==> config.mk <==
export PLATFORM = sky130hd
export DESIGN_NAME = lsh_emit
export DESIGN_NICKNAME = d
export VERILOG_FILES = /design/src/design/lsh_pkg.sv /design/src/design/lsh_emit.sv
export SDC_FILE = /design/constraint.sdc
export NUM_CORES = 1
export LEC_CHECK = 0
export BUFFER_PORTS_ARGS = -buffer_cell sky130_fd_sc_hd__clkbuf_2
export CORE_MARGIN = 2
export CORE_UTILIZATION = 52
export CTS_BUF_LIST = sky130_fd_sc_hd__clkbuf_16
export DETAILED_ROUTE_END_ITERATION = 8
export PLACE_DENSITY = 0.84
export SLEW_MARGIN = 25
export SYNTH_ARGS = -nofsm -noshare
export SYNTH_HDL_FRONTEND = slang
export SYNTH_SLANG_ARGS = --single-unit
==> constraint.sdc <==
create_clock -name clk -period 6.6 [get_ports clk]
set_input_delay 1.32 -clock clk [delete_from_list [all_inputs] [get_ports clk]]
set_output_delay 1.32 -clock clk [all_outputs]
set_load 0.02 [all_outputs]
==> src/design/lsh_pkg.sv <==
// ----------------------------------------------------------------------------
// lsh_pkg: shared types and constants for the 3x3 Laplacian sharpen stream
// Beat formats, line store words, pipeline items and frame-size helpers.
// ----------------------------------------------------------------------------
package lsh_pkg;

	localparam int MAX_WIDTH  = 2048;
	localparam int MAX_HEIGHT = 2048;
	localparam int COL_W      = $clog2(MAX_WIDTH);
	localparam int ROW_W      = 11;
	localparam int CFG_W      = 12;
	localparam int GAIN_W     = 15;
	localparam int PROD_W     = 25;

	localparam logic [CFG_W-1:0] RESET_WIDTH    = 12'd640;
	localparam logic [CFG_W-1:0] RESET_HEIGHT   = 12'd480;
	localparam logic [CFG_W-1:0] RESET_STRENGTH = 12'd256;

	typedef enum logic [1:0] {
		REG_FRAME_WIDTH  = 2'd0,
		REG_FRAME_HEIGHT = 2'd1,
		REG_STRENGTH     = 2'd2
	} reg_index_t;

	// channel 2 is red, 1 green, 0 blue
	typedef logic [2:0][7:0] rgb_t;

	typedef struct packed {
		logic [7:0] in_red;
		logic [7:0] in_green;
		logic [7:0] in_blue;
	} in_beat_t;

	typedef struct packed {
		logic [7:0]  out_red;
		logic [7:0]  out_green;
		logic [7:0]  out_blue;
		logic [10:0] out_column;
		logic [10:0] out_row;
		logic        run_last;
	} out_beat_t;

	typedef struct packed {
		rgb_t older;
		rgb_t newer;
	} lines_t;

	typedef struct packed {
		logic             en;
		logic [COL_W-1:0] addr;
		lines_t           data;
	} line_wr_t;

	typedef struct packed {
		logic [COL_W-1:0] col;
		logic [ROW_W-1:0] row;
		logic             lag;
		logic             sharp;
		logic             rowend;
		logic             lastrow;
	} tag_t;

	typedef struct packed {
		rgb_t px;
		tag_t tag;
	} pix_item_t;

	typedef struct packed {
		rgb_t            center;
		rgb_t            east;
		rgb_t            px;
		logic [2:0][9:0] ring;
		tag_t            tag;
	} win_item_t;

	typedef struct packed {
		rgb_t lag_px;
		rgb_t east;
		rgb_t px;
		tag_t tag;
	} res_item_t;

	function automatic logic [COL_W-1:0] last_col(input logic [CFG_W-1:0] w);
		logic [COL_W-1:0] r;
		if (w == '0) begin
			r = '0;
		end else if (32'(w) > MAX_WIDTH) begin
			r = COL_W'(MAX_WIDTH - 1);
		end else begin
			r = COL_W'(w - 1'b1);
		end
		return r;
	endfunction

	function automatic logic [ROW_W-1:0] last_row(input logic [CFG_W-1:0] h);
		logic [ROW_W-1:0] r;
		if (h == '0) begin
			r = '0;
		end else if (32'(h) > MAX_HEIGHT) begin
			r = ROW_W'(MAX_HEIGHT - 1);
		end else begin
			r = ROW_W'(h - 1'b1);
		end
		return r;
	endfunction

	function automatic logic signed [GAIN_W-1:0] center_gain(input logic [CFG_W-1:0] z);
		return GAIN_W'(256) + $signed({z[CFG_W-1], z, 2'b00});
	endfunction

endpackage

==> src/design/lsh_emit.sv <==
// ----------------------------------------------------------------------------
// lsh_emit: result serializer
// Holds one pixel's results and sends them out one beat at a time.
// ----------------------------------------------------------------------------
module lsh_emit (
	input  logic               clk,
	input  logic               arst_n,
	input  logic               s3_valid,
	input  lsh_pkg::res_item_t res,
	input  logic               out_ready,
	output logic               em_ready,
	output logic               out_valid,
	output lsh_pkg::out_beat_t out_data
);
	import lsh_pkg::*;

	localparam int LAG_BIT     = 0;
	localparam int ROWEND_BIT  = 1;
	localparam int LASTROW_BIT = 2;

	logic [2:0] mask_q;
	res_item_t  res_q;
	logic       single;
	logic [2:0] load_mask;
	rgb_t       px_sel;

	assign single    = (mask_q & (mask_q - 3'd1)) == 3'd0;
	assign out_valid = |mask_q;
	assign em_ready  = !out_valid || (out_ready && single);

	always_comb begin
		load_mask              = '0;
		load_mask[LAG_BIT]     = res.tag.lag;
		load_mask[ROWEND_BIT]  = res.tag.rowend;
		load_mask[LASTROW_BIT] = res.tag.lastrow;
	end

	always_ff @(posedge clk or negedge arst_n) begin
		if (!arst_n) begin
			mask_q <= '0;
		end else if (em_ready) begin
			mask_q <= s3_valid ? load_mask : 3'b000;
		end else if (out_ready) begin
			// drop the beat just sent
			mask_q <= mask_q & (mask_q - 3'd1);
		end
	end

	always_ff @(posedge clk) begin
		if (em_ready && s3_valid) begin
			res_q <= res;
		end
	end

	always_comb begin
		if (mask_q[LAG_BIT]) begin
			px_sel              = res_q.lag_px;
			out_data.out_column = 11'(res_q.tag.col - 1'b1);
			out_data.out_row    = 11'(res_q.tag.row - 1'b1);
		end else if (mask_q[ROWEND_BIT]) begin
			px_sel              = res_q.east;
			out_data.out_column = 11'(res_q.tag.col);
			out_data.out_row    = 11'(res_q.tag.row - 1'b1);
		end else begin
			px_sel              = res_q.px;
			out_data.out_column = 11'(res_q.tag.col);
			out_data.out_row    = 11'(res_q.tag.row);
		end
		out_data.out_red   = px_sel[2];
		out_data.out_green = px_sel[1];
		out_data.out_blue  = px_sel[0];
		out_data.run_last  = single;
	end

endmodule

After elaboration in Yosys (flattened, before gate mapping)
Index checks and enable logic that the tools add are counted.
{"block": "word_totals", "reg_bits": 97, "wordCells": 30}
{"block": "classes", "addsub": 3, "n_mux": 7, "n_bitwise": 1, "n_reduce_logical": 7}
{"cell": "$mux W24", "n": 2}
{"cell": "$mux W22", "n": 1}
{"cell": "$sub A11 B1 Y11 const B", "n": 2}
{"cell": "$mux W11", "n": 1}
{"cell": "$mux W3", "n": 3}
{"cell": "$and A3 B3 Y3", "n": 1}
{"cell": "$logic_not A3 Y1", "n": 1}
{"cell": "$reduce_or A3 Y1", "n": 1}
{"cell": "$sub A3 B1 Y3 const B", "n": 1}
{"cell": "$logic_and A1 B1 Y1", "n": 2}
{"cell": "$reduce_bool A2 Y1", "n": 1}
{"cell": "$logic_not A1 Y1", "n": 1}
{"cell": "$logic_or A1 B1 Y1", "n": 1}

Longest topological paths before layout
{"block": "logic_depth", "ltp_word": 6, "mapped_depth": 6, "depth_no_buf": 6}

Worst setup path after synthesis
No wires, ideal clock.
{"block": "synth_path", "path_type": "input-to-reg", "start": "in out_ready", "end": "reg res_q[10] (netlist bit) (enable)", "setup_time_ps": 463, "arrival_time_ps": 4517, "required_ps": 6137, "path_slack_ps": 1621, "cell_stages": 4, "path_cell_list": "inv_1 > maj3_1 > o21ai_0 > and2_1"}
{"block": "synth_via", "elab_chain_len": 3}
{"element": "start: declaration", "line_no": "lsh_emit.sv:10", "source": "input logic out_ready,"}
{"element": "$logic_and A1 B1 Y1", "line_no": "lsh_emit.sv:29", "source": "assign em_ready = !out_valid || (out_ready && single);"}
{"element": "$logic_or A1 B1 Y1", "line_no": "lsh_emit.sv:29"}
{"element": "named net em_ready", "line_no": "lsh_emit.sv:11", "source": "output logic em_ready,"}
{"element": "$logic_and A1 B1 Y1", "line_no": "lsh_emit.sv:50", "source": "if (em_ready && s3_valid) begin"}
{"element": "end signal: assignment", "line_no": "lsh_emit.sv:51", "source": "res_q <= res;"}
{"element": "end: declaration", "line_no": "lsh_emit.sv:22", "source": "res_item_t res_q;"}
The timed path passes the listed nets, and every way through them passes these cells.
A chain may end at the register's enable or synchronous reset.

==> results by group <==
Run
  • Max Cap Viol: 0

Worst setup path
  • CP max FO: 62
  • Worst Setup SP: mask_q[0]$_DFFE_PN0P_
  • Crit-path max cell delay: 970 ps
  • WS Path Type: register to primary output
  • Crit Reg-Reg Startpoint: mask_q[1]$_DFFE_PN0P_
  • Reg2reg path depth: 4
  • Critical Path RT: 5280 ps
  • Critical path, cell by cell: or4b_1 -> or4_4 -> nor4_4 -> xor2_1 -> clkbuf_2
  • Setup crit start kind: register
  • Worst path slowest cell: dfrtp_2
  • Critical path depth: 5
  • CP endpoint kind: primary output
  • WP data arrival: around 2800 ps
  • R2R Setup Slk: between 3000 and 4000 ps
  • Family with the most delay on the worst path: simple AND/OR/NAND/NOR gates
  • Worst path bufs/invs: 1
  • Reg2reg end: res_q[35]$_DFFE_PP_
  • Crit path capture: out_data[21]

Route
  • # DRC: 0
  • Drt wl/cell: about 14 um
  • Final WL: ~7300 um
  • Via density: 4.950
  • 1st-iter DRT viols: approximately 140
  • Drt pass-1 iters: 4
  • Vias: roughly 2.5k
  • Routed Antenna Nets: 0

Place
  • Global placement routability congestion: 0.7651
  • Placed cells: ~500
  • Area of placed instances: approximately 4800 um2
  • DP HPWL: 5168 um
  • # port buffers: about 150

Hold path
  • Hold Crit Start: mask_q[2]$_DFFE_PN0P_
  • Hold Path Class: register to register
  • Cells on Worst Hold Path: 2

Logic synthesis
  • Synth Net Count: 366
  • #FFs+latches synth: just under 100
  • Syn_area_per_cell: 15.02 um2
  • Most used DFF post-synth: edfxtp_1
  • Post-synthesis cell count: roughly 260
  • Post-synth EDFFs: between 90 and 100
  • Yosys warnings: 0
  • Register area share after synthesis: 0.7362
  • Synth async-reset ratio: 0.03093
  • Synthesized cell area: a little under 4000 um2
  • Count of cell types in the netlist: 36

Power and ir drop
  • Internal Dissipation: approximately 1.3 mW
  • Flop pwr share: 0.487
  • Clock power frac: 0.268
  • Tot Pwr: 1.831 mW
  • Pleak: roughly 2.1 nW
  • Max IR drop VDD: ~0.22 mV
  • Gate power share: 0.245
  • Pwr/cell area: between 300 and 400 nW/um2
  • Psw: between 0.5 and 0.6 mW
  • Sw frac: 0.3111

Global routing
  • Met1 Resource Use GR: 0.2246
  • Initial antenna violation count: 0
  • GR Layer Usage met2: 0.3111
  • Vias in the first global route: approximately 2.5k
  • M3 GR Usage: 0.04730
  • First-pass GRT wire length: 11670 um
  • Grt peak-use layer: met2
  • GRT Total Usage: 0.1832
  • Grt ovf: 0
  • Pin count of the biggest net entering global routing: 95

STA
  • Worst slew margin: 0.3874
  • Final setup viols: 0
  • Skew final: between 8 and 9 ps
  • Max Clock Freq: 0.2435 GHz
  • Final worst-path cycle share: 0.6222
  • Max Slew Vio Count: 0
  • Fin crit period: roughly 4100 ps
  • Sum Neg Setup Slack: 0 ps
  • Final Hold Viols: 0
  • RSZ-0062 raised after global routing: false
  • Min Hold Slack: 674.5 ps
  • Slew @ Worst Pin: 918.8 ps

Finish
  • Final Non-Filler Cells: about 520
  • Most frequent cells in the layout: clkbuf_2 (149), edfxtp_1 (94), nand2_1 (32)
  • Antenna cells: 0
  • Area growth, synth to finish: 28.73%
  • Layout Nets: about 520
  • Layout cells sized above 1: 0.4063
  • Commonest non-fill, non-tap cell in the layout: clkbuf_2
  • Fillcell total: between 500 and 600
  • Final Cell Area: 5067 um2

Clocking
  • TritonCTS Buffers: 9
  • CTS clk-pin slew, worst paths: about 60 ps
  • Resized cells post-CTS: 0
  • Root buffer cell: clkbuf_16
  • Clock Sinks: 97
  • H-tree levels: 3
  • Hold-fix buffers, CTS: 0
  • Post-CTS Setup Bufs: 0
  • Worst-Skew Late Latency: roughly 330 ps
  • Worst-case clock buffer depth: 2
  • CTS tree: yes

Floorplan
  • Core area: approximately 7300 um2
  • Total die area: 8282 um2
  • Die height: about 91 um
  • DIE WIDTH: 91.01 um
  • Rows: 31
  • Num ports: approximately 150
  • Initial Util: 0.5398

Run status
  • Status: finished clean
-- flip-flops by register name (all words and copies together), names as in the netlist --
signal / count
mask_q: 3
res_q: 94
-- power by group through the flow --
stage | registers, mW | clock network [mW] | logic (mW)
after floorplan | 0.861 | 0 | 0.331
after global placement | 0.903 | 0 | 0.434
after detailed placement | 0.911 | 0 | 0.444
after CTS | 0.898 | 0.502 | 0.446
after global routing | 0.908 | 0.528 | 0.487
final | 0.892 | 0.491 | 0.448
-- tightest hold or removal path, stage by stage (launching register included) --
cell	delay [ps]
dfrtp_1	440
o21ai_0	100
a22oi_1	90
-- cell families after synthesis --
logic type / count (synthesis) / synth area share
adder cells (fa/ha/maj): 4 / 0.01144
AND/OR/NAND/NOR: 63 / 0.08011
XOR/XNOR: 18 / 0.04005
multiplexers: 24 / 0.06103
buffers and inverters: 18 / 0.01876
AO/OA/AOI/OAI: 38 / 0.05245
flip-flops: 97 / 0.7362
-- cells in the mapped netlist, drive strengths merged (3+ instances only) --
cell    instances  area (um2)
a21oi           4       20.02
edfxtp         94        2823
nor4b           3       26.28
dfrtp           3       75.07
o21ai          29       145.1
nand2          32       120.1
buf             4       21.27
xor2           11       96.34
xnor2           7       61.31
nor2           10       37.54
nor3            3       15.01
clkbuf          7       26.28
mux2i          24       240.2
inv             7       26.28
-- per-stage QoR --
step / setup slack (ps) / utilization
finish: 2493 / 0.6949
global route: 2267 / 0.6949
CTS: 2439 / 0.6922
detailed placement: 2792 / 0.6532
global placement: 2832 / 0.6532
floorplan: 1621 / -
-- how the worst min path moves through the flow --
stage | endpoint | slack, ps
after floorplan | mask_q[2]$_DFFE_PN0P_ | 600
final | mask_q[2]$_DFFE_PN0P_ | 670
after global placement | mask_q[2]$_DFFE_PN0P_ | 650
after CTS | mask_q[2]$_DFFE_PN0P_ | 680
after global routing | mask_q[2]$_DFFE_PN0P_ | 730
after detailed placement | mask_q[2]$_DFFE_PN0P_ | 660
-- cell type report --
type / count / area, um2 / share of cell area
Inverter: 7 / 26.28 / 0.005185
Clock buffer: 9 / 225.2 / 0.04444
Timing Repair Buffer: 150 / 765.7 / 0.1511
Tap cell: 99 / 123.9 / 0.02444
Sequential cell: 97 / 2900 / 0.5723
Multi-Input combinational cell: 147 / 967.2 / 0.1909
Clock inverter: 6 / 58.81 / 0.01160
-- routing by layer --
metal  vias up  share of wire
li1       1270              -
met1      1173           0.42
met2       100           0.51
met3         6          0.059
met4         0          0.013
met5         -              0
Note: power is estimated with default switching activity, not from simulation.
