===== config.mk =====
export PLATFORM = sky130hd
export DESIGN_NAME = lsh_kernel
export DESIGN_NICKNAME = d
export VERILOG_FILES = /design/src/design/lsh_pkg.sv /design/src/design/lsh_kernel.sv
export SDC_FILE = /design/constraint.sdc
export NUM_CORES = 2
export LEC_CHECK = 0
export BUFFER_PORTS_ARGS = -buffer_cell sky130_fd_sc_hd__buf_2
export CAP_MARGIN = 30
export CELL_PAD_IN_SITES_DETAIL_PLACEMENT = 1
export CELL_PAD_IN_SITES_GLOBAL_PLACEMENT = 2
export CORE_ASPECT_RATIO = 0.7
export CORE_UTILIZATION = 44
export CTS_CLUSTER_SIZE = 8
export DETAILED_ROUTE_END_ITERATION = 10
export GPL_TIMING_DRIVEN = 0
export PLACE_DENSITY = 0.95
export RECOVER_POWER = 50
export SYNTH_ARGS = -nofsm -noshare
export SYNTH_HDL_FRONTEND = slang
export SYNTH_SLANG_ARGS = --single-unit

===== constraint.sdc =====
create_clock -name clk -period 13.9 [get_ports clk]
set_input_delay 1.39 -clock clk [delete_from_list [all_inputs] [get_ports clk]]
set_output_delay 1.39 -clock clk [all_outputs]
set_load 0.05 [all_outputs]

===== src/design/lsh_pkg.sv =====
// ----------------------------------------------------------------------------
// lsh_pkg: shared types and constants for the 3x3 Laplacian sharpen stream
// Beat formats, line store words, pipeline items and frame-size helpers.
// ----------------------------------------------------------------------------
package lsh_pkg;

	localparam int MAX_WIDTH  = 2048;
	localparam int MAX_HEIGHT = 2048;
	localparam int COL_W      = $clog2(MAX_WIDTH);
	localparam int ROW_W      = 11;
	localparam int CFG_W      = 12;
	localparam int GAIN_W     = 15;
	localparam int PROD_W     = 25;

	localparam logic [CFG_W-1:0] RESET_WIDTH    = 12'd640;
	localparam logic [CFG_W-1:0] RESET_HEIGHT   = 12'd480;
	localparam logic [CFG_W-1:0] RESET_STRENGTH = 12'd256;

	typedef enum logic [1:0] {
		REG_FRAME_WIDTH  = 2'd0,
		REG_FRAME_HEIGHT = 2'd1,
		REG_STRENGTH     = 2'd2
	} reg_index_t;

	// channel 2 is red, 1 green, 0 blue
	typedef logic [2:0][7:0] rgb_t;

	typedef struct packed {
		logic [7:0] in_red;
		logic [7:0] in_green;
		logic [7:0] in_blue;
	} in_beat_t;

	typedef struct packed {
		logic [7:0]  out_red;
		logic [7:0]  out_green;
		logic [7:0]  out_blue;
		logic [10:0] out_column;
		logic [10:0] out_row;
		logic        run_last;
	} out_beat_t;

	typedef struct packed {
		rgb_t older;
		rgb_t newer;
	} lines_t;

	typedef struct packed {
		logic             en;
		logic [COL_W-1:0] addr;
		lines_t           data;
	} line_wr_t;

	typedef struct packed {
		logic [COL_W-1:0] col;
		logic [ROW_W-1:0] row;
		logic             lag;
		logic             sharp;
		logic             rowend;
		logic             lastrow;
	} tag_t;

	typedef struct packed {
		rgb_t px;
		tag_t tag;
	} pix_item_t;

	typedef struct packed {
		rgb_t            center;
		rgb_t            east;
		rgb_t            px;
		logic [2:0][9:0] ring;
		tag_t            tag;
	} win_item_t;

	typedef struct packed {
		rgb_t lag_px;
		rgb_t east;
		rgb_t px;
		tag_t tag;
	} res_item_t;

	function automatic logic [COL_W-1:0] last_col(input logic [CFG_W-1:0] w);
		logic [COL_W-1:0] r;
		if (w == '0) begin
			r = '0;
		end else if (32'(w) > MAX_WIDTH) begin
			r = COL_W'(MAX_WIDTH - 1);
		end else begin
			r = COL_W'(w - 1'b1);
		end
		return r;
	endfunction

	function automatic logic [ROW_W-1:0] last_row(input logic [CFG_W-1:0] h);
		logic [ROW_W-1:0] r;
		if (h == '0) begin
			r = '0;
		end else if (32'(h) > MAX_HEIGHT) begin
			r = ROW_W'(MAX_HEIGHT - 1);
		end else begin
			r = ROW_W'(h - 1'b1);
		end
		return r;
	endfunction

	function automatic logic signed [GAIN_W-1:0] center_gain(input logic [CFG_W-1:0] z);
		return GAIN_W'(256) + $signed({z[CFG_W-1], z, 2'b00});
	endfunction

endpackage


===== src/design/lsh_kernel.sv =====
// ----------------------------------------------------------------------------
// lsh_kernel: cross-kernel arithmetic
// Registers center*(1+4z) and z*ring per channel, then subtracts and clamps.
// ----------------------------------------------------------------------------
module lsh_kernel (
	input  logic                                clk,
	input  logic                                arst_n,
	input  logic                                s2_valid,
	input  lsh_pkg::win_item_t                  s2_item,
	input  logic signed [lsh_pkg::GAIN_W-1:0]   gain,
	input  logic signed [lsh_pkg::CFG_W-1:0]    strength,
	input  logic                                em_ready,
	output logic                                dn_ready,
	output logic                                s3_valid,
	output lsh_pkg::res_item_t                  res
);
	import lsh_pkg::*;

	logic                     valid_s3;
	logic signed [PROD_W-1:0] prod_a_s3 [3];
	logic signed [PROD_W-1:0] prod_b_s3 [3];
	rgb_t                     center_s3;
	rgb_t                     east_s3;
	rgb_t                     px_s3;
	tag_t                     tag_s3;

	logic signed [PROD_W-1:0] diff [3];
	rgb_t                     sharp_px;

	assign dn_ready = !valid_s3 || em_ready;

	always_ff @(posedge clk or negedge arst_n) begin
		if (!arst_n) begin
			valid_s3 <= 1'b0;
		end else if (dn_ready) begin
			valid_s3 <= s2_valid;
		end
	end

	always_ff @(posedge clk) begin
		if (s2_valid && dn_ready) begin
			for (int ch = 0; ch < 3; ch++) begin
				prod_a_s3[ch] <= $signed({1'b0, s2_item.center[ch]}) * gain;
				prod_b_s3[ch] <= $signed({1'b0, s2_item.ring[ch]}) * strength;
			end
			center_s3 <= s2_item.center;
			east_s3   <= s2_item.east;
			px_s3     <= s2_item.px;
			tag_s3    <= s2_item.tag;
		end
	end

	// negative sums go to zero, the rest drops 8 fraction bits and caps at 255
	always_comb begin
		for (int ch = 0; ch < 3; ch++) begin
			diff[ch] = prod_a_s3[ch] - prod_b_s3[ch];
			if (diff[ch][PROD_W-1]) begin
				sharp_px[ch] = 8'd0;
			end else if (|diff[ch][PROD_W-2:16]) begin
				sharp_px[ch] = 8'd255;
			end else begin
				sharp_px[ch] = diff[ch][15:8];
			end
		end
	end

	always_comb begin
		res.lag_px = tag_s3.sharp ? sharp_px : center_s3;
		res.east   = east_s3;
		res.px     = px_s3;
		res.tag    = tag_s3;
	end

	assign s3_valid = valid_s3;

endmodule


; ---- Word-level counts from Yosys, hierarchy flattened
; Memories as Yosys holds them, arrays and structs flattened.
; Cells that the tools add are included.
[word_totals]
input_bits = 159
latch_bits = 0
ram_bits = 150
out_inout_bits = 100
register_bits = 99
wordCells = 42
n_memories = 2
romBits = 0
[mem_list]
columns = memory, words, width, read_ports, rd_ports_with_merged_regs, write_ports, line_no
row1 = prod_a_s3, 3, 25, 3, 0, 3, lsh_kernel.sv:20  ; logic signed [PROD_W-1:0] prod_a_s3 [3];
row2 = prod_b_s3, 3, 25, 3, 0, 3, lsh_kernel.sv:21  ; logic signed [PROD_W-1:0] prod_b_s3 [3];
[classes]
n_lt_le_gt_ge = 0
mux = 9
n_reduce_logical = 6
n_mul = 6
div = 0
addsub = 3
eq_ne = 0
bitwise = 0
shift = 0
[op_table]
columns = op, count
row1 = 25-bit subtractor, 3
row2 = 9-bit by 15-bit multiplier with 24-bit output, 3
row3 = 11-bit by 12-bit multiplier with 23-bit output, 3
row4 = 8-bit two-way mux, 6
row5 = 24-bit two-way mux, 1
row6 = 8-bit OR reduction, 3
row7 = 1-bit two-way mux, 2
row8 = 1-bit logical AND, 1
row9 = 1-bit logical NOT, 1
row10 = 1-bit logical OR, 1

; ---- Logic depth before layout (Yosys ltp)
[logic_depth]
depth_word = 5
ltp_mapped = 23
depth_no_buf = 22

; ---- Least setup slack after synthesis
; OpenSTA, ideal clock, no wires.
[synth_path]
path_kind = input to register
start = input em_ready
end = register center_s3[0] (netlist bit), enable pin
cell_stages = 2
t_arrival_ns = 7.348
slack_ns = 5.923
path_buffers = 0
path_cell_list = nand2b_1 -> and2_1
[synth_between]
elab_chain_cells = 2
[synth_rtl]
columns = element, line_no
row1 = "start, declared", lsh_kernel.sv:12  ; input logic em_ready,
row2 = 1-bit logical OR, lsh_kernel.sv:30  ; assign dn_ready = !valid_s3 || em_ready;
row3 = 1-bit logical AND, lsh_kernel.sv:41  ; if (s2_valid && dn_ready) begin
row4 = "end signal, assigned", lsh_kernel.sv:46  ; center_s3 <= s2_item.center;
row5 = "end, declared", lsh_kernel.sv:22  ; rgb_t center_s3;
; No other way between the ends.
; A chain may end at the register's enable or synchronous reset.

==> flow_metrics.py <==
metrics = {
    "run_status": {
        "status": "complete, but fails checks",
        "violations": "capacitance limit, slew limit",
    },
    "worst_setup_path": {
        "crit_path_end_kind": "flip-flop",
        "cp_data_arrival_time_ns": 7.77,
        "crit_fanout": 10,
        "worstPathRequired_ns": 14.20,
        "crit_path_start": "strength[11]",
        "crit_path_start_kind": "input port",
        "r2r-start": "s3_valid$_DFFE_PN0N_",
        "worst-setup-path-type": "in -> reg",
    },
    "yosys": {
        "syn-num-nets": 5136,
        "ys_seq_area_share_pct": 18.9,
        "synth_area_per_cell_um2": 9.55,
        "synth-edff-count": 239,
        "synth_top_flop_cell": "edfxtp_1",
        "netlist_area_mm2": 0.0380,
        "netlist_instances": 3978,
        "synth_cell_type_count": 85,
        "async_reset_ff_share_pct": 0.417,
        "synth-seq-cells": 240,
        "yosysWarningCount": 0,
    },
    "layout": {
        "fill_cells": 9884,
        "layout_commonest_cell": "inv_1",
        "fin_cells": 5427,
        "drive_gt1_share_pct": 5.67,
        "nets": 5426,
        "layout_common_cells": "1050 x inv_1, 627 x fa_1, 398 x nand2_1, 384 x and2_1, 372 x ha_1",
        "area_growth_pct": 9.80,
        "final_area_mm2": 0.0417,
    },
    "global_route": {
        "track_usage_pct": 25.2,
        "first_global_vias": 30560,
        "grt_first_pass_wirelength_um": 171000,
        "antenna_found_initial": 5,
        "grt_max_degree": 73,
        "grt-ovfl-total": 0,
    },
    "clock_network": {
        "clk_pin_slew_ns": 0.05,
        "clock_latency_ns": 0.55,
        "clock_sinks": 240,
        "cts_tree": "built",
        "cts_buffers": 38,
        "clockRootBuffer": "clkbuf_16",
        "ctsLongestPathBuffers": 3,
        "post_cts_buffers": 0,
        "hold_buffers": 0,
        "htree_levels": 2,
        "ctsResizeCount": 0,
    },
    "placement": {
        "portBuffers": 247,
        "hpwl_um": 91300,
        "dp.cells": 5365,
        "placed_area_mm2": 0.0408,
        "place.gp.congestion": 0.893,
    },
    "timing": {
        "finalSetupViolations": 0,
        "tightest_slew_ns": 3.45,
        "fin_crit_sh_pct": 53.8,
        "grt_setup_unrepaired": "false",
        "finalHoldViolCount": 0,
        "clock.fmax_mhz": 134,
        "whs_ns": 0.602,
        "maxSlewViolCount": 172,
        "maxSlewHeadroom_pct": -130,
        "fin_skew_ns": 0.0138,
        "min_period_ns": 7.48,
        "fin_tns_setup_ns": 0,
    },
    "route": {
        "final_antenna_net_count": 0,
        "avgViaCountPerCell": 5.14,
        "drt_iter0_drc": 1671,
        "vias": 27879,
        "wire_per_inst_um": 19.9,
        "route.detailed.drc": 0,
        "routed_wirelength_um": 108000,
        "dr.pass1.iters": 6,
    },
    "power": {
        "ir_worst_vdd_uv": 226,
        "powerDensity_mw_per_mm2": 228,
        "leakagePower_nw": 20.8,
    },
    "die": {
        "start_util_pct": 44.8,
        "die_height_um": 248,
        "core_area_mm2": 0.0849,
        "io_pins": 259,
        "dieArea_mm2": 0.0876,
        "rows": 89,
        "die_width_um": 353,
    },
    "job": {
        "drv_cap": 3,
    },
    "min_path": {
        "hp-class": "in -> async",
    },
}
worst max-delay path: stages:
cell and delay, ns:
buf_2 0.09, clkbuf_1 0.66, buf_1 0.76, nand2_1 0.35
fa_1 0.65, inv_1 0.16, fa_1 0.48, fa_1 0.52
fa_1 0.50, inv_1 0.05, fa_1 0.49, inv_1 0.05
ha_1 0.35, nand3_1 0.09, or3b_2 0.47, nand3_1 0.13
nand2_1 0.10, o2111ai_1 0.21, a21oi_1 0.11, xnor2_1 0.13
final cells by class:
cell class | count | area [um^2] | share of cell area (%)
Sequential cell | 240 | 7200 | 17.3
Tap cell | 1137 | 1420 | 3.41
Multi-Input combinational cell | 2564 | 26400 | 63.2
Clock buffer | 50 | 1020 | 2.44
Inverter | 1050 | 3940 | 9.44
Clock inverter | 7 | 110 | 0.264
Antenna cell | 5 | 12.5 | 0.0300
Buffer | 124 | 469 | 1.12
Timing Repair Buffer | 250 | 1160 | 2.78
cell usage after synthesis, types with 5 or more instances:
cell type	instances	area share (%)
nand3_1	36	0.47
and4_1	5	0.12
o21a_1	21	0.41
a22oi_1	9	0.18
a211oi_1	5	0.099
ha_1	372	12
or3_1	6	0.099
a21boi_0	6	0.12
inv_1	1050	10
nand4_1	7	0.12
nand2b_1	22	0.36
o21ai_0	56	0.74
o31ai_1	6	0.12
o21bai_1	12	0.24
o211ai_1	7	0.14
a211o_1	7	0.16
or2_2	10	0.16
and2_1	396	6.5
and3_1	12	0.20
xnor2_1	119	2.7
clkbuf_1	121	1.2
o22ai_1	6	0.099
a21oi_1	108	1.4
a32oi_1	13	0.30
a31oi_1	13	0.21
fa_1	627	33
nor2b_1	22	0.36
nand2_1	398	3.9
nor2_1	81	0.80
a21o_1	32	0.63
nor3_1	36	0.47
xor2_1	36	0.83
edfxtp_1	239	19
o21ai_1	5	0.066
path summary, 6_finish.rpt:
path | depth (start not counted) | slack (ns) | endpoint
max | 20 | 6.42 | prod_b_s3[0][24]$_DFFE_PP_
min | 1 | 0.60 | s3_valid$_DFFE_PN0N_
max reg2reg | 4 | 7.65 | prod_a_s3[0][38]$_DFFE_PP_
min reg2reg | 2 | 0.66 | s3_valid$_DFFE_PN0N_
max in group asynchronous | 1 | 13.21 | s3_valid$_DFFE_PN0N_
min in group clk | 2 | 0.66 | s3_valid$_DFFE_PN0N_
state kept, by name, summed over array words and instances, names as in the netlist:
name       cells
center_s3     24
prod_a_s3     72
prod_b_s3     69
res           74
s3_valid       1
power by group:
group	internal [mW]	switching, mW	leakage (nW)	total, mW
clock	0.547	0.334	0.546	0.880
sequential	1.32	0.0844	2.29	1.41
combinational	2.94	4.26	18.0	7.21
logic make-up after synthesis:
family / Yosys count / synth area share, %
compound gates: 358 / 6.51
buf+inv: 1174 / 11.6
fa+ha+maj: 999 / 45.3
flops: 240 / 18.9
xor+xnor: 155 / 3.57
mux: 3 / 0.0790
simple gates: 1049 / 14.0
through the flow:
step,power (mW),util (%),worst slack [ns]
2_1_floorplan,6.78,-,5.92
3_3_place_gp,8.36,47.9,4.08
3_5_place_dp,8.64,48.0,6.02
4_1_cts,9.61,49.4,6.58
5_1_grt,10.5,49.2,6.25
6_report,9.49,49.2,6.42
layer usage:
metal  track usage, %  vias to the layer above  routed length, um
li1                 -                    12694                  -
met1             35.3                    14296              48600
met2             41.8                      767              50800
met3             3.66                      120               6530
met4             4.90                        2               1930
met5                0                        -                 13
Note: power is estimated with default switching activity, not from simulation.
