$ cat config.mk
export PLATFORM = sky130hd
export DESIGN_NAME = lsh_window
export DESIGN_NICKNAME = d
export VERILOG_FILES = /design/src/design/lsh_pkg.sv /design/src/design/lsh_window.sv
export SDC_FILE = /design/constraint.sdc
export NUM_CORES = 1
export LEC_CHECK = 0
export BUFFER_PORTS_ARGS = -buffer_cell sky130_fd_sc_hd__buf_2
export CORE_AREA = 3 3 194 149
export DETAILED_ROUTE_END_ITERATION = 7
export DIE_AREA = 0 0 197 152
export GPL_ROUTABILITY_DRIVEN = 0
export PLACE_DENSITY = 0.73
export RECOVER_POWER = 100
export SLEW_MARGIN = 20
export SYNTH_ARGS = -nofsm -noshare
export SYNTH_HDL_FRONTEND = slang
export SYNTH_SLANG_ARGS = --single-unit
export TNS_END_PERCENT = 30
$ cat constraint.sdc
create_clock -name clk -period 6 [get_ports clk]
set_input_delay 1.2 -clock clk [delete_from_list [all_inputs] [get_ports clk]]
set_output_delay 1.2 -clock clk [all_outputs]
set_load 0.01 [all_outputs]
$ cat src/design/lsh_pkg.sv
// ----------------------------------------------------------------------------
// lsh_pkg: shared types and constants for the 3x3 Laplacian sharpen stream
// Beat formats, line store words, pipeline items and frame-size helpers.
// ----------------------------------------------------------------------------
package lsh_pkg;

	localparam int MAX_WIDTH  = 2048;
	localparam int MAX_HEIGHT = 2048;
	localparam int COL_W      = $clog2(MAX_WIDTH);
	localparam int ROW_W      = 11;
	localparam int CFG_W      = 12;
	localparam int GAIN_W     = 15;
	localparam int PROD_W     = 25;

	localparam logic [CFG_W-1:0] RESET_WIDTH    = 12'd640;
	localparam logic [CFG_W-1:0] RESET_HEIGHT   = 12'd480;
	localparam logic [CFG_W-1:0] RESET_STRENGTH = 12'd256;

	typedef enum logic [1:0] {
		REG_FRAME_WIDTH  = 2'd0,
		REG_FRAME_HEIGHT = 2'd1,
		REG_STRENGTH     = 2'd2
	} reg_index_t;

	// channel 2 is red, 1 green, 0 blue
	typedef logic [2:0][7:0] rgb_t;

	typedef struct packed {
		logic [7:0] in_red;
		logic [7:0] in_green;
		logic [7:0] in_blue;
	} in_beat_t;

	typedef struct packed {
		logic [7:0]  out_red;
		logic [7:0]  out_green;
		logic [7:0]  out_blue;
		logic [10:0] out_column;
		logic [10:0] out_row;
		logic        run_last;
	} out_beat_t;

	typedef struct packed {
		rgb_t older;
		rgb_t newer;
	} lines_t;

	typedef struct packed {
		logic             en;
		logic [COL_W-1:0] addr;
		lines_t           data;
	} line_wr_t;

	typedef struct packed {
		logic [COL_W-1:0] col;
		logic [ROW_W-1:0] row;
		logic             lag;
		logic             sharp;
		logic             rowend;
		logic             lastrow;
	} tag_t;

	typedef struct packed {
		rgb_t px;
		tag_t tag;
	} pix_item_t;

	typedef struct packed {
		rgb_t            center;
		rgb_t            east;
		rgb_t            px;
		logic [2:0][9:0] ring;
		tag_t            tag;
	} win_item_t;

	typedef struct packed {
		rgb_t lag_px;
		rgb_t east;
		rgb_t px;
		tag_t tag;
	} res_item_t;

	function automatic logic [COL_W-1:0] last_col(input logic [CFG_W-1:0] w);
		logic [COL_W-1:0] r;
		if (w == '0) begin
			r = '0;
		end else if (32'(w) > MAX_WIDTH) begin
			r = COL_W'(MAX_WIDTH - 1);
		end else begin
			r = COL_W'(w - 1'b1);
		end
		return r;
	endfunction

	function automatic logic [ROW_W-1:0] last_row(input logic [CFG_W-1:0] h);
		logic [ROW_W-1:0] r;
		if (h == '0) begin
			r = '0;
		end else if (32'(h) > MAX_HEIGHT) begin
			r = ROW_W'(MAX_HEIGHT - 1);
		end else begin
			r = ROW_W'(h - 1'b1);
		end
		return r;
	endfunction

	function automatic logic signed [GAIN_W-1:0] center_gain(input logic [CFG_W-1:0] z);
		return GAIN_W'(256) + $signed({z[CFG_W-1], z, 2'b00});
	endfunction

endpackage

$ cat src/design/lsh_window.sv
// ----------------------------------------------------------------------------
// lsh_window: line store write-back and 3x3 neighborhood
// Takes the read word, forwards the previous write on a same-column hit,
// shifts the window, writes the rows back and builds the kernel operands.
// ----------------------------------------------------------------------------
module lsh_window (
	input  logic               clk,
	input  logic               arst_n,
	input  logic               acc,
	input  lsh_pkg::pix_item_t acc_item,
	input  lsh_pkg::lines_t    rd_data,
	input  logic               dn_ready,
	output logic               take,
	output lsh_pkg::line_wr_t  wr,
	output logic               s2_valid,
	output lsh_pkg::win_item_t s2_item
);
	import lsh_pkg::*;

	logic      valid_s1;
	pix_item_t item_s1;
	logic      fwd_s1;
	lines_t    fwd_data_s1;
	logic      valid_s2;
	win_item_t item_s2;

	rgb_t      win_q [9];
	rgb_t      nwin  [9];
	lines_t    lines;
	win_item_t nxt;
	logic      rdy2;
	logic      adv1;

	assign rdy2 = !valid_s2 || dn_ready;
	assign take = !valid_s1 || rdy2;
	assign adv1 = valid_s1 && rdy2;

	// the word read in the same cycle as the previous write is stale
	assign lines = fwd_s1 ? fwd_data_s1 : rd_data;

	always_comb begin
		nwin[0] = win_q[1];
		nwin[1] = win_q[2];
		nwin[2] = lines.older;
		nwin[3] = win_q[4];
		nwin[4] = win_q[5];
		nwin[5] = lines.newer;
		nwin[6] = win_q[7];
		nwin[7] = win_q[8];
		nwin[8] = item_s1.px;
	end

	always_comb begin
		wr.en         = adv1;
		wr.addr       = item_s1.tag.col;
		wr.data.older = lines.newer;
		wr.data.newer = item_s1.px;
	end

	always_comb begin
		nxt.center = nwin[4];
		nxt.east   = nwin[5];
		nxt.px     = item_s1.px;
		nxt.tag    = item_s1.tag;
		for (int ch = 0; ch < 3; ch++) begin
			nxt.ring[ch] = 10'(nwin[1][ch]) + 10'(nwin[3][ch])
				+ 10'(nwin[5][ch]) + 10'(nwin[7][ch]);
		end
	end

	always_ff @(posedge clk or negedge arst_n) begin
		if (!arst_n) begin
			valid_s1 <= 1'b0;
		end else if (take) begin
			valid_s1 <= acc;
		end
	end

	always_ff @(posedge clk) begin
		if (acc) begin
			item_s1     <= acc_item;
			fwd_s1      <= valid_s1 && (item_s1.tag.col == acc_item.tag.col);
			fwd_data_s1 <= wr.data;
		end
	end

	always_ff @(posedge clk or negedge arst_n) begin
		if (!arst_n) begin
			for (int i = 0; i < 9; i++) begin
				win_q[i] <= '0;
			end
		end else if (adv1) begin
			for (int i = 0; i < 9; i++) begin
				win_q[i] <= nwin[i];
			end
		end
	end

	always_ff @(posedge clk or negedge arst_n) begin
		if (!arst_n) begin
			valid_s2 <= 1'b0;
		end else if (rdy2) begin
			valid_s2 <= adv1;
		end
	end

	always_ff @(posedge clk) begin
		if (adv1) begin
			item_s2 <= nxt;
		end
	end

	assign s2_valid = valid_s2;
	assign s2_item  = item_s2;

endmodule

# Word level (Yosys, flattened, before mapping)
# Index checks and enable logic that the tools add are counted.
# word_totals
regBits	325
in_bits	102
output_inout_bits	190
elab_cells	65
# classes
add_sub_neg	9
n_eq_ne	1
muxes	1
n_reduce_logical	6
# op_table
op	count
$mux W48	1
$add A10 B8 Y10	3
$add A9 B8 Y10	3
$add A8 B8 Y9	3
$eq A11 B11 Y1	1
$logic_and A1 B1 Y1	2
$logic_not A1 Y1	2
$logic_or A1 B1 Y1	2

# Longest topological paths before layout
# Gate-level depths: netlist of run 1.
# depth
word_depth	3
depth_mapped	11
ltp_nobuf	10

# Least setup slack after synthesis of run 1
# Ideal clock, no wire load.
# synth_timing
path_type	input-to-output
startpoint	input port dn_ready
endpoint	output port wr[59] (netlist name)
arrival_time_ns	2.875
setup_slack_ns	1.925
stages	6
path_buffers	3
path_cell_list	nand2b_4 nand2_4 inv_2 buf_6 buf_4 buf_4
# synth_between
elab_chain_cells	2
# synth_lines
item	line_no	source
start: declaration	lsh_window.sv:12	input logic dn_ready,
$logic_or A1 B1 Y1	lsh_window.sv:34	assign rdy2 = !valid_s2 || dn_ready;
$logic_and A1 B1 Y1	lsh_window.sv:36	assign adv1 = valid_s1 && rdy2;
end: declaration	lsh_window.sv:14	output lsh_pkg::line_wr_t wr,
# Every way passes these cells.

# Worst setup path after layout of run 1
# layout_timing
startpoint	input port dn_ready
endpoint	register win_q (netlist bit nwin[136])
# layout_between
elab_chain_cells	2
# layout_lines
item	line_no	source
$logic_or A1 B1 Y1	lsh_window.sv:34	
$logic_and A1 B1 Y1	lsh_window.sv:36	
end signal: indexed assignment	lsh_window.sv:94	win_q[i] <= nwin[i];
end: declaration	lsh_window.sv:27	rgb_t win_q [9];
# Every way passes these cells.
# A chain may end at the register's enable or synchronous reset.

==> results.md, run 1 <==
* Placed Cells at approximately 1,500
* Fin cells at 1,544
* Clk sink count at 325
* Peak supply drop at 295 uV
* Post-route ant nets at 0
* CP peak stage delay at 2.05 ns
* RSZ-0062 raised after global routing: false
* Post-synth top area cell: edfxtp_1
* Largest net degree at the start of global routing at 129
* Max-cap violations at 4
* Top-level I/O count at 292
* Final nets at 1,344
* Critical path's top delay family: buffers and inverters
* Status: complete, but fails checks
* CP Buf/Inv Count at 3
* Mean post-synth cell area at 14.9 um^2
* Post-synth EDFFs at 227
* Most common cell in the netlist: edfxtp_1
* Sequential area share after synthesis at 0.675
* Worst Setup End Kind: register
* Netlist cell types at 32
* Worst-Margin Slew at 3.36 ns
* CP max-delay cell: clkbuf_2
* Period utilization at 0.720
* Initial core utilization at 0.510
* Vert. Die Dim at 152 um
* FMAX at 232 MHz
* Synth Register Bits at 325
* Sequential Area at 9270 um^2
* GRT Total Usage at 0.182
* Worst-path clk slew at 0.06 ns
* Vias in the first global route at 7,866
* PwrDens at 456 nW/um^2
* Drt pass-1 iters at 5
* Worst r2r path cells at 5
* Yosys warns at 0
* Die ar. at between 20,000 and 30,000 um^2
* Clk_lat worst skew at ~0.54 ns
* Filler instances at 2,259
* Area fraction of the dominant cell type after synthesis at 0.496
* Post-synth top cells: edfxtp_1 (227), inv_1 (109), dfrtp_1 (98), o21ai_0 (86), nand2_1 (84)
* Synth async-reset ratio at 0.302
* Multi-input gate area at about 3400 um^2
* CP Data Required Time at 6.42 ns
* First-pass GRT wire length at 43,700 um
* TNS Setup at 0 ns
* Via count at 7,610
* Top post-synthesis cells by area: edfxtp_1 (50%), dfrtp_1 (18%), fa_1 (7.0%)
* Final worst path period need at 4.32 ns
* Wirelength, routed at around 27,000 um
* Clk_skew at 0.0101 ns
* Share of layout cells above drive strength 1 at 0.129
* Crit path max fanout at around 130
* Layout area overhead at 14.9%
* Worst path cell trace: buf_2 -> nand2b_1 -> nand2_1 -> inv_8 -> clkbuf_2 -> mux2_2
* Net Count, Synth at around 1,100
* Die X at between 150 and 200 um
* Worst Setup SP: dn_ready
* Initial antenna violation count at 1
* WL per Instance at 17.7 um
* Placement row count at 52
* GR Overflow Total at 0
* Reg2reg start: s2_valid$_DFFE_PN0N_
* DP Wirelength at ~19,000 um
* Leak at 6.34 nW
* Pins Over Slew Limit at ~300
* Synthesized area at 13,700 um^2
* Core area at 26,900 um^2
* Placed Area at 15,100 um^2
* Reg2reg end: nwin[136]$_DFFE_PN0P_
* WP data arrival at 4.74 ns
* WHS at 0.419 ns
* Total setup buffers inserted after CTS at 0
* Setup crit end: nwin[136]$_DFFE_PN0P_
* Relative slew slack at -1.24
* Syn Inst Count at 921
* Setup Crit Path Kind: input pin to register
* CTS Hold Bufs at 0
* Final instance area at 15,800 um^2
* Final setup vio count at 0
* CTS tree: done
* Violated checks: capacitance limit, slew limit
* DR vias/cell at 4.93
* Reg-to-reg slack, setup at 2.04 ns
* Num CTS Buffers at 31
* Fin. Hold Viols at 0
* H-Tree Depth at 1
* Launching element type of the critical path: input pin
* Clock Tree Root: clkbuf_16
* Clock Tree Buf Depth at 3
* Iteration-0 DRC Markers at roughly 410
* Hold WC Path Type: register to register
* Port bufs at 291
* Logic depth of the worst path, buffers included at 6
* Post-CTS sizing at 0
* Post-synth top flop: edfxtp_1
* DRC violations left at 0
==> logic make-up after synthesis <==
family / after synthesis / synth area share
AOI/OAI and AO/OA: 118 / 0.0456
adders and majority gates: 75 / 0.0946
buffers and inverters: 193 / 0.0736
muxes: 72 / 0.0598
DFF: 325 / 0.675
and+or+nand+nor: 111 / 0.0341
xor gates and xnor gates: 27 / 0.0172
==> flip-flops by register name (all words and copies together), names as in the netlist <==
register     flops
fwd_data_s1     48
wr              35
item_s1         15
valid_s1         1
s2_item        128
nwin            96
s2_valid         1
fwd_s1           1
==> final cells by class <==
class | instances | share of cell area
well taps | 351 | 0.0278
repair buffers | 296 | 0.0789
clock inverters | 15 | 0.0116
clock buffers | 42 | 0.0531
diodes | 2 | 0.000317
flip-flops and latches | 325 | 0.588
multi-input cells | 403 | 0.214
inverters | 110 | 0.0267
==> worst min path at each step <==
stage	depth (start not counted)	start	to	slack, ns
6_report	0	item_s1[9]$_DFFE_PP_	s2_item[9]$_DFFE_PP_	0.42
5_1_grt	0	item_s1[9]$_DFFE_PP_	s2_item[9]$_DFFE_PP_	0.43
4_1_cts	0	item_s1[3]$_DFFE_PP_	s2_item[3]$_DFFE_PP_	0.42
3_5_place_dp	0	item_s1[3]$_DFFE_PP_	s2_item[3]$_DFFE_PP_	0.41
3_3_place_gp	0	item_s1[10]$_DFFE_PP_	s2_item[10]$_DFFE_PP_	0.40
2_1_floorplan	0	item_s1[0]$_DFFE_PP_	s2_item[0]$_DFFE_PP_	0.40
==> placed cells by master, fill, tap and decap left out, drive strengths merged, types with 4 or more instances in the layout <==
| cell | netlist | final |
|---|---|---|
| clkbuf | 10 | 249 |
| fa | 48 | 48 |
| dfrtp | 98 | 98 |
| xnor2 | 24 | 24 |
| mux2i | 40 | 40 |
| nand2 | 85 | 85 |
| ha | 27 | 27 |
| buf | 73 | 89 |
| inv | 110 | 111 |
| mux2 | 32 | 32 |
| edfxtp | 227 | 227 |
| clkinv | 0 | 8 |
| a211oi | 6 | 6 |
| o21ai | 88 | 88 |
| bufinv | 0 | 4 |
| a21oi | 16 | 16 |
| nor2 | 11 | 11 |
==> layer usage <==
metal / track usage / up-vias / routed length, um
li1: - / 3588 / -
met1: 0.255 / 3746 / 12100
met2: 0.286 / 236 / 12500
met3: 0.0494 / 40 / 2000
met4: 0.0455 / 0 / 717
met5: 0 / - / 0
==> worst register-to-register path: cells and delay by family, from the launching register on <==
kind	cells	cell delay (ns)
and+or+nand+nor	2	0.26
DFF	1	0.40
buffers and inverters	2	2.58
muxes	1	0.61
==> power breakdown <==
| part | total (W) | switching [W] | internal [W] |
|---|---|---|---|
| Combinational | 0.00216 | 0.00126 | 0.000899 |
| Sequential | 0.00309 | 0.000161 | 0.00293 |
| Clock | 0.00194 | 0.000796 | 0.00115 |
| Total | 0.00719 | 0.00222 | 0.00498 |
==> per-stage QoR <==
stage	utilization	total power (W)	worst slack, ns
2_1_floorplan	-	0.00471	1.93
3_3_place_gp	0.561	0.00527	2.23
3_5_place_dp	0.561	0.00535	2.21
4_1_cts	0.599	0.00734	2.57
5_1_grt	0.585	0.00770	1.29
6_report	0.586	0.00719	1.68
(Power assumes the default switching activity.)
==> run 2, diff against run 1 <==
- ABC_AREA: not set -> 1
- CORE_AREA: 3 3 194 149 -> 3 3 200 153
- DIE_AREA: 0 0 197 152 -> 0 0 203 156
- PLACE_DENSITY: 0.73 -> 0.75
- clock period: 6 -> 3.9 ns (I/O delays scaled with it)
==> run 2 against run 1 <==
The flow still finishes with violations (capacitance limit, slew limit). Sequential power is 55% higher. Synthesized area is 4.2% higher. Die area rose by 5.8%. Global-route usage increased by 0.092 points. Clock skew increased by 0.0036 ns. Cell count grew 16%. Sequential share of layout area down 1.6 points. Hold slack worse by 0.031 ns. Total power increased by 57%. Clock power grew 44%. Register-to-register slack worse by 1.4 ns. Largest cell class unchanged. Largest power group unchanged.
==> results.md, run 2 <==
* Crit path max fanout at 58
* Clk_lat worst skew at 0.56 ns
* Most frequent cells in the layout: nand2_1 (227), edfxtp_1 (227), clkbuf_1 (217)
* Netlist cell types at 30
* Port bufs at 291
* CP peak stage delay at roughly 0.54 ns
* GRT Total Usage at 0.183
* Largest family of logic cells by synthesized area: buffers and inverters
* Reg2reg start: fwd_s1$_DFFE_PP_
* Simple-gate area share of the yosys netlist at 0.0743
* Worst-Margin Slew at slightly below 3 ns
* DP Wirelength at 20,000 um
* Top post-synthesis cells by area: edfxtp_1 (48%), dfrtp_1 (17%), fa_1 (6.7%)
* Setup Crit Path Kind: register to register
* Via count at 8,457
* Iteration-0 DRC Markers at roughly 460
* Initial core utilization at 0.496
* First-pass GRT wire length at 46,400 um
* CTS tree: done
* Clock Tree Buf Depth at 3
* Total setup buffers inserted after CTS at 0
* Vias in the first global route at 8,816
* Post-synthesis mux area share at 0.00813
* Post-synth top area cell: edfxtp_1
* Area fraction of the dominant cell type after synthesis at 0.477
* Syn Inst Count at 1,135
* Post-synthesis compound-gate area fraction at 0.0664
* DR vias/cell at approximately 4.7
* Top-level I/O count at 292
* Final setup vio count at 0
* Die X at a little over 200 um
* Post-synth top cells: edfxtp_1 (227), nand2_1 (222), inv_1 (214), dfrtp_1 (98), buf_4 (64)
* Launching element type of the critical path: register
* Post-CTS sizing at 0
* Xor-xnor portion of the synthesized cell area at 0.00735
* Max-cap violations at 4
* Period utilization at 0.835
* Placement row count at 54
* Final worst path period need at about 3.3 ns
* CTS Hold Bufs at 0
* Post-synth EDFFs at 227
* Clock Tree Root: clkbuf_16
* Worst Setup End Kind: register
* WP data arrival at 3.56 ns
* DRC violations left at 0
* RSZ-0062 raised after global routing: false
* Hold WC Path Type: input pin to register
* Clk_skew at between 0.01 and 0.015 ns
* WHS at 0.388 ns
* Post-route ant nets at 0
* WL per Instance at 16.1 um
* Max reg flops at between 100 and 150
* Fin. Hold Viols at 0
* Layout area overhead at 13.3%
* PwrDens at 698 nW/um^2
* Vert. Die Dim at 156 um
* Worst path cell trace: buf_12 -> o21ai_0 -> inv_1 -> fa_1 -> inv_1 -> ha_1 -> fa_1 -> nand3_1 -> nand2_1 -> nand2_1 -> nand2_1 -> nand2_1 -> nand2_1
* Synth Register Bits at 325
* Drt pass-1 iters at 4
* Reg-to-reg slack, setup at 0.65 ns
* Worst Setup SP: fwd_s1$_DFFE_PP_
* Num CTS Buffers at 31
* Peak supply drop at 402 uV
* Core area at around 29,000 um^2
* Leak at 7.07 nW
* Wirelength, routed at around 29,000 um
* Status: complete, but fails checks
* Share of layout cells above drive strength 1 at 0.118
* CP max-delay cell: fa_1
* Setup crit end: s2_item[43]$_DFFE_PP_
* CP Data Required Time at 4.21 ns
* TNS Setup at 0 ns
* Initial antenna violation count at 1
* Mean post-synth cell area at 12.6 um^2
* Synth async-reset ratio at 0.302
* Die ar. at 31,700 um^2
* Synthesized area at 14,300 um^2
* GR Overflow Total at 0
* Violated checks: capacitance limit, slew limit
* CP most frequent cell: nand2_1
* Sequential area share after synthesis at 0.648
* Worst-path clk slew at ~0.060 ns
* Reg2reg end: s2_item[43]$_DFFE_PP_
* Post-synth top flop: edfxtp_1
* Filler instances at around 2,500
* Relative slew slack at -0.947
* H-Tree Depth at 1
* Pins Over Slew Limit at 205
* Yosys warns at 0
* Adder-cell share of the synthesized area at 0.0908
* Worst r2r path cells at 13
* Final nets at 1,554
* Net Count, Synth at 1,312
* FMAX at 307 MHz
* Clk sink count at 325
* Largest net degree at the start of global routing at 107
* Most common cell in the netlist: edfxtp_1
-- run 2: metrics by stage --
stage / utilization / cell area (um^2) / power (W) / cells / setup slack, ns
4_1_cts: 0.576 / 16600 / 0.0115 / 1794 / 0.807
3_5_place_dp: 0.544 / 15700 / 0.00870 / 1736 / 0.663
5_1_grt: 0.562 / 16200 / 0.0122 / 1795 / 0.393
2_1_floorplan: - / 14300 / 0.00758 / 1135 / 0.958
6_report: 0.562 / 16200 / 0.0113 / 1795 / 0.645
3_3_place_gp: 0.544 / 15700 / 0.00852 / 1736 / 0.733
-- run 2: worst min path at each step --
stage | depth (start not counted) | endpoint | slack, ns | startpoint
global route | 1 | wr[17]$_DFFE_PP_ | 0.35 | acc_item[43]
CTS | 1 | item_s1[7]$_DFFE_PP_ | 0.35 | acc_item[7]
finish | 1 | wr[5]$_DFFE_PP_ | 0.39 | acc_item[31]
floorplan | 0 | s2_item[0]$_DFFE_PP_ | 0.40 | item_s1[0]$_DFFE_PP_
global placement | 0 | s2_item[2]$_DFFE_PP_ | 0.40 | item_s1[2]$_DFFE_PP_
detailed placement | 0 | s2_item[12]$_DFFE_PP_ | 0.40 | item_s1[12]$_DFFE_PP_
-- run 2: cell families after synthesis --
kind of cell / count (synthesis)
AOI/OAI and AO/OA: 142
xor gates and xnor gates: 12
adders and majority gates: 75
buffers and inverters: 307
DFF: 325
muxes: 8
and+or+nand+nor: 266
-- run 2: where the power goes --
part	internal [W]	switching [W]	leakage, nW
registers	0.00455	0.000257	3.40
logic	0.00141	0.00231	3.21
clock network	0.00156	0.00123	0.458
-- run 2: metal layers --
metal,wire (um),vias to the layer above,part of all wire,GRT usage
li1,-,4083,-,-
met1,13000,4095,0.45,0.255
met2,13300,242,0.46,0.293
met3,2190,37,0.076,0.0526
met4,450,0,0.016,0.0353
met5,0,-,0,0
-- run 2: area by class of cell --
cell class | instances | area (um^2) | share of cell area
Clock buffer | 48 | 890 | 0.0549
Sequential cell | 325 | 9270 | 0.572
Antenna cell | 1 | 2.50 | 0.000154
Timing Repair Buffer | 300 | 1280 | 0.0790
Tap cell | 392 | 490 | 0.0303
Inverter | 216 | 818 | 0.0505
Multi-Input combinational cell | 503 | 3410 | 0.211
Clock inverter | 10 | 46.3 | 0.00286
-- run 2: critical path: cells and delay by family, from the launching register on --
| family | cells | cell delay, ns |
|---|---|---|
| buf+inv | 3 | 0.40 |
| fa+ha+maj | 3 | 1.24 |
| compound gates | 1 | 0.47 |
| simple gates | 6 | 0.44 |
| flops | 1 | 0.43 |
==> run 3, diff against run 2 <==
- clock period: 3.9 -> 2.9 ns (I/O delays scaled with it)
==> run 3 against run 2 <==
The run still ends with capacitance limit, slew limit left. Register-to-register slack lost 0.58 ns. Global-route usage grew 0.69 points. Sequential share of layout area shrank 3.1 points. Setup slack lost 0.58 ns. Utilization grew 3.3 points. Non-clock buffer count grew 38. Critical endpoint is now s2_item[33]$_DFFE_PP_.
==> results.md, run 3 (synthesized netlist as in run 2, its figures left out) <==
* Status: complete, but fails checks
* Violated checks: capacitance limit, slew limit
* Final nets at ~1,600
* GR Overflow Total at 0
* Most frequent cells in the layout: buf_2 (280), edfxtp_1 (227), nand2_1 (222)
* Wirelength, routed at 30,300 um
* DRC violations left at 0
* Worst Setup SP: fwd_s1$_DFFE_PP_
* Fin cells at 1,832
* Drt pass-1 iters at 4
* Placement row count at 54
* Placed Cells at 1,763
* Layout area overhead at 19.9%
* Max-cap violations at 1
* Num CTS Buffers at 31
* Clk_lat worst skew at 0.56 ns
* Post-route ant nets at 0
* TNS Setup at 0 ns
* Share of layout cells above drive strength 1 at 0.318
* Launching element type of the critical path: register
* Largest net degree at the start of global routing at 83
* Worst-path clk slew at 0.06 ns
* Die X at 203 um
* Diodes inserted at 0
* WP data arrival at 3.16 ns
* Filler instances at ~2,300
* Peak supply drop at 562 uV
* Setup Crit Path Kind: register to register
* Via count at 8,647
* Clk sink count at ~330
* H-Tree Depth at 1
* CTS Hold Bufs at 0
* DR vias/cell at 4.72
* Reg2reg start: fwd_s1$_DFFE_PP_
* Worst-Margin Slew at 2.54 ns
* GRT Total Usage at 0.190
* Vert. Die Dim at 156 um
* Reg2reg end: s2_item[33]$_DFFE_PP_
* Worst r2r path cells at 14
* FMAX at 353 MHz
* Final setup vio count at 0
* CP Data Required Time at 3.22 ns
* Iteration-0 DRC Markers at 419
* WL per Instance at approximately 17 um
* Clock Tree Root: clkbuf_16
* Min-Delay Path Depth at 1
* Initial core utilization at 0.496
* PnR worst setup slack at 0.0672 ns
* Leak at 7.91 nW
* First-pass GRT wire length at a little under 50,000 um
* CTS tree: done
* Die ar. at approximately 32,000 um^2
* Clk_skew at 0.0120 ns
* DP Worst Slack at -0.0688 ns
* Relative slew slack at -0.696
* Worst Setup End Kind: register
* RSZ-0062 raised after global routing: true
* PwrDens at 935 nW/um^2
* Top-level I/O count at 292
* Pins Over Slew Limit at 34
* Fin. Hold Viols at 0
* Reg-to-reg slack, setup at between 0.06 and 0.07 ns
* Hold Path End: wr[9]$_DFFE_PP_
* Period utilization at 0.977
* Vias in the first global route at between 8,000 and 9,000
* Port bufs at 291
* Crit path max fanout at 6
* DP Wirelength at ~21,000 um
* Initial antenna violation count at 0
* Final worst path period need at 2.83 ns
* Most common cell after layout, fill and taps aside: buf_2
* Clock Tree Buf Depth at 3
* Worst Hold Launch: acc_item[35]
* Hold WC Path Type: input pin to register
* Max reg flops at 128
* Core area at 28,900 um^2
-- run 3: power breakdown --
| group | leakage, nW | internal [W] | switching, W |
|---|---|---|---|
| Clock | 0.477 | 0.00219 | 0.00173 |
| Sequential | 3.40 | 0.00610 | 0.000327 |
| Combinational | 4.03 | 0.00240 | 0.00329 |
| Total | 7.91 | 0.0107 | 0.00534 |
-- run 3: worst max-delay path by stage --
stage                            end  slack (ns)  cells past startpoint
3_3_place_gp   s2_item[43]$_DFFE_PP_       -0.08                     14
6_report       s2_item[33]$_DFFE_PP_        0.07                     14
2_1_floorplan  s2_item[45]$_DFFE_PP_        0.11                     14
4_1_cts        s2_item[45]$_DFFE_PP_        0.01                     13
3_5_place_dp   s2_item[45]$_DFFE_PP_       -0.07                     14
5_1_grt        s2_item[33]$_DFFE_PP_       -0.06                     14
-- run 3: repair_timing --
item / CTS / global route
buffers inserted: 0 / 10
pin swaps: 0 / 4
endpoints found under the setup margin: 1 / 13
cloned: 0 / 1
resized for setup: 1 / 29
-- run 3: through the flow --
step,area [um^2],hold WS [ns],total power (W),util
after floorplan,14300,0.284,0.0102,-
after global placement,15900,0.401,0.0115,0.552
after detailed placement,15900,0.405,0.0117,0.552
after CTS,16900,0.0577,0.0157,0.586
after global routing,17200,0.158,0.0173,0.595
final,17200,0.189,0.0160,0.595
-- run 3: cell type report --
class | instances | area [um^2] | area share
multi-input cells | 503 | 3690 | 0.215
well taps | 392 | 490 | 0.0286
clock inverters | 22 | 174 | 0.0101
inverters | 216 | 818 | 0.0477
repair buffers | 338 | 1900 | 0.111
clock buffers | 36 | 815 | 0.0475
flip-flops and latches | 325 | 9270 | 0.540
-- run 3: metal layers --
layer | vias up | global-route usage | share of wire
li1 | 4167 | - | -
met1 | 4197 | 0.261 | 0.44
met2 | 248 | 0.312 | 0.48
met3 | 35 | 0.0532 | 0.072
met4 | 0 | 0.0303 | 0.013
met5 | - | 0 | 0
-- run 3: worst max-delay path, stage by stage, from the launching register on --
cell       delay [ns]
edfxtp_1         0.45
buf_4            0.17
clkbuf_16        0.15
buf_4            0.13
nand2_1          0.06
o21a_1           0.16
inv_1            0.07
fa_1             0.54
inv_1            0.07
ha_4             0.29
nand2_1          0.05
nand3b_1         0.19
buf_4            0.16
nand3_1          0.06
nand2_1          0.05
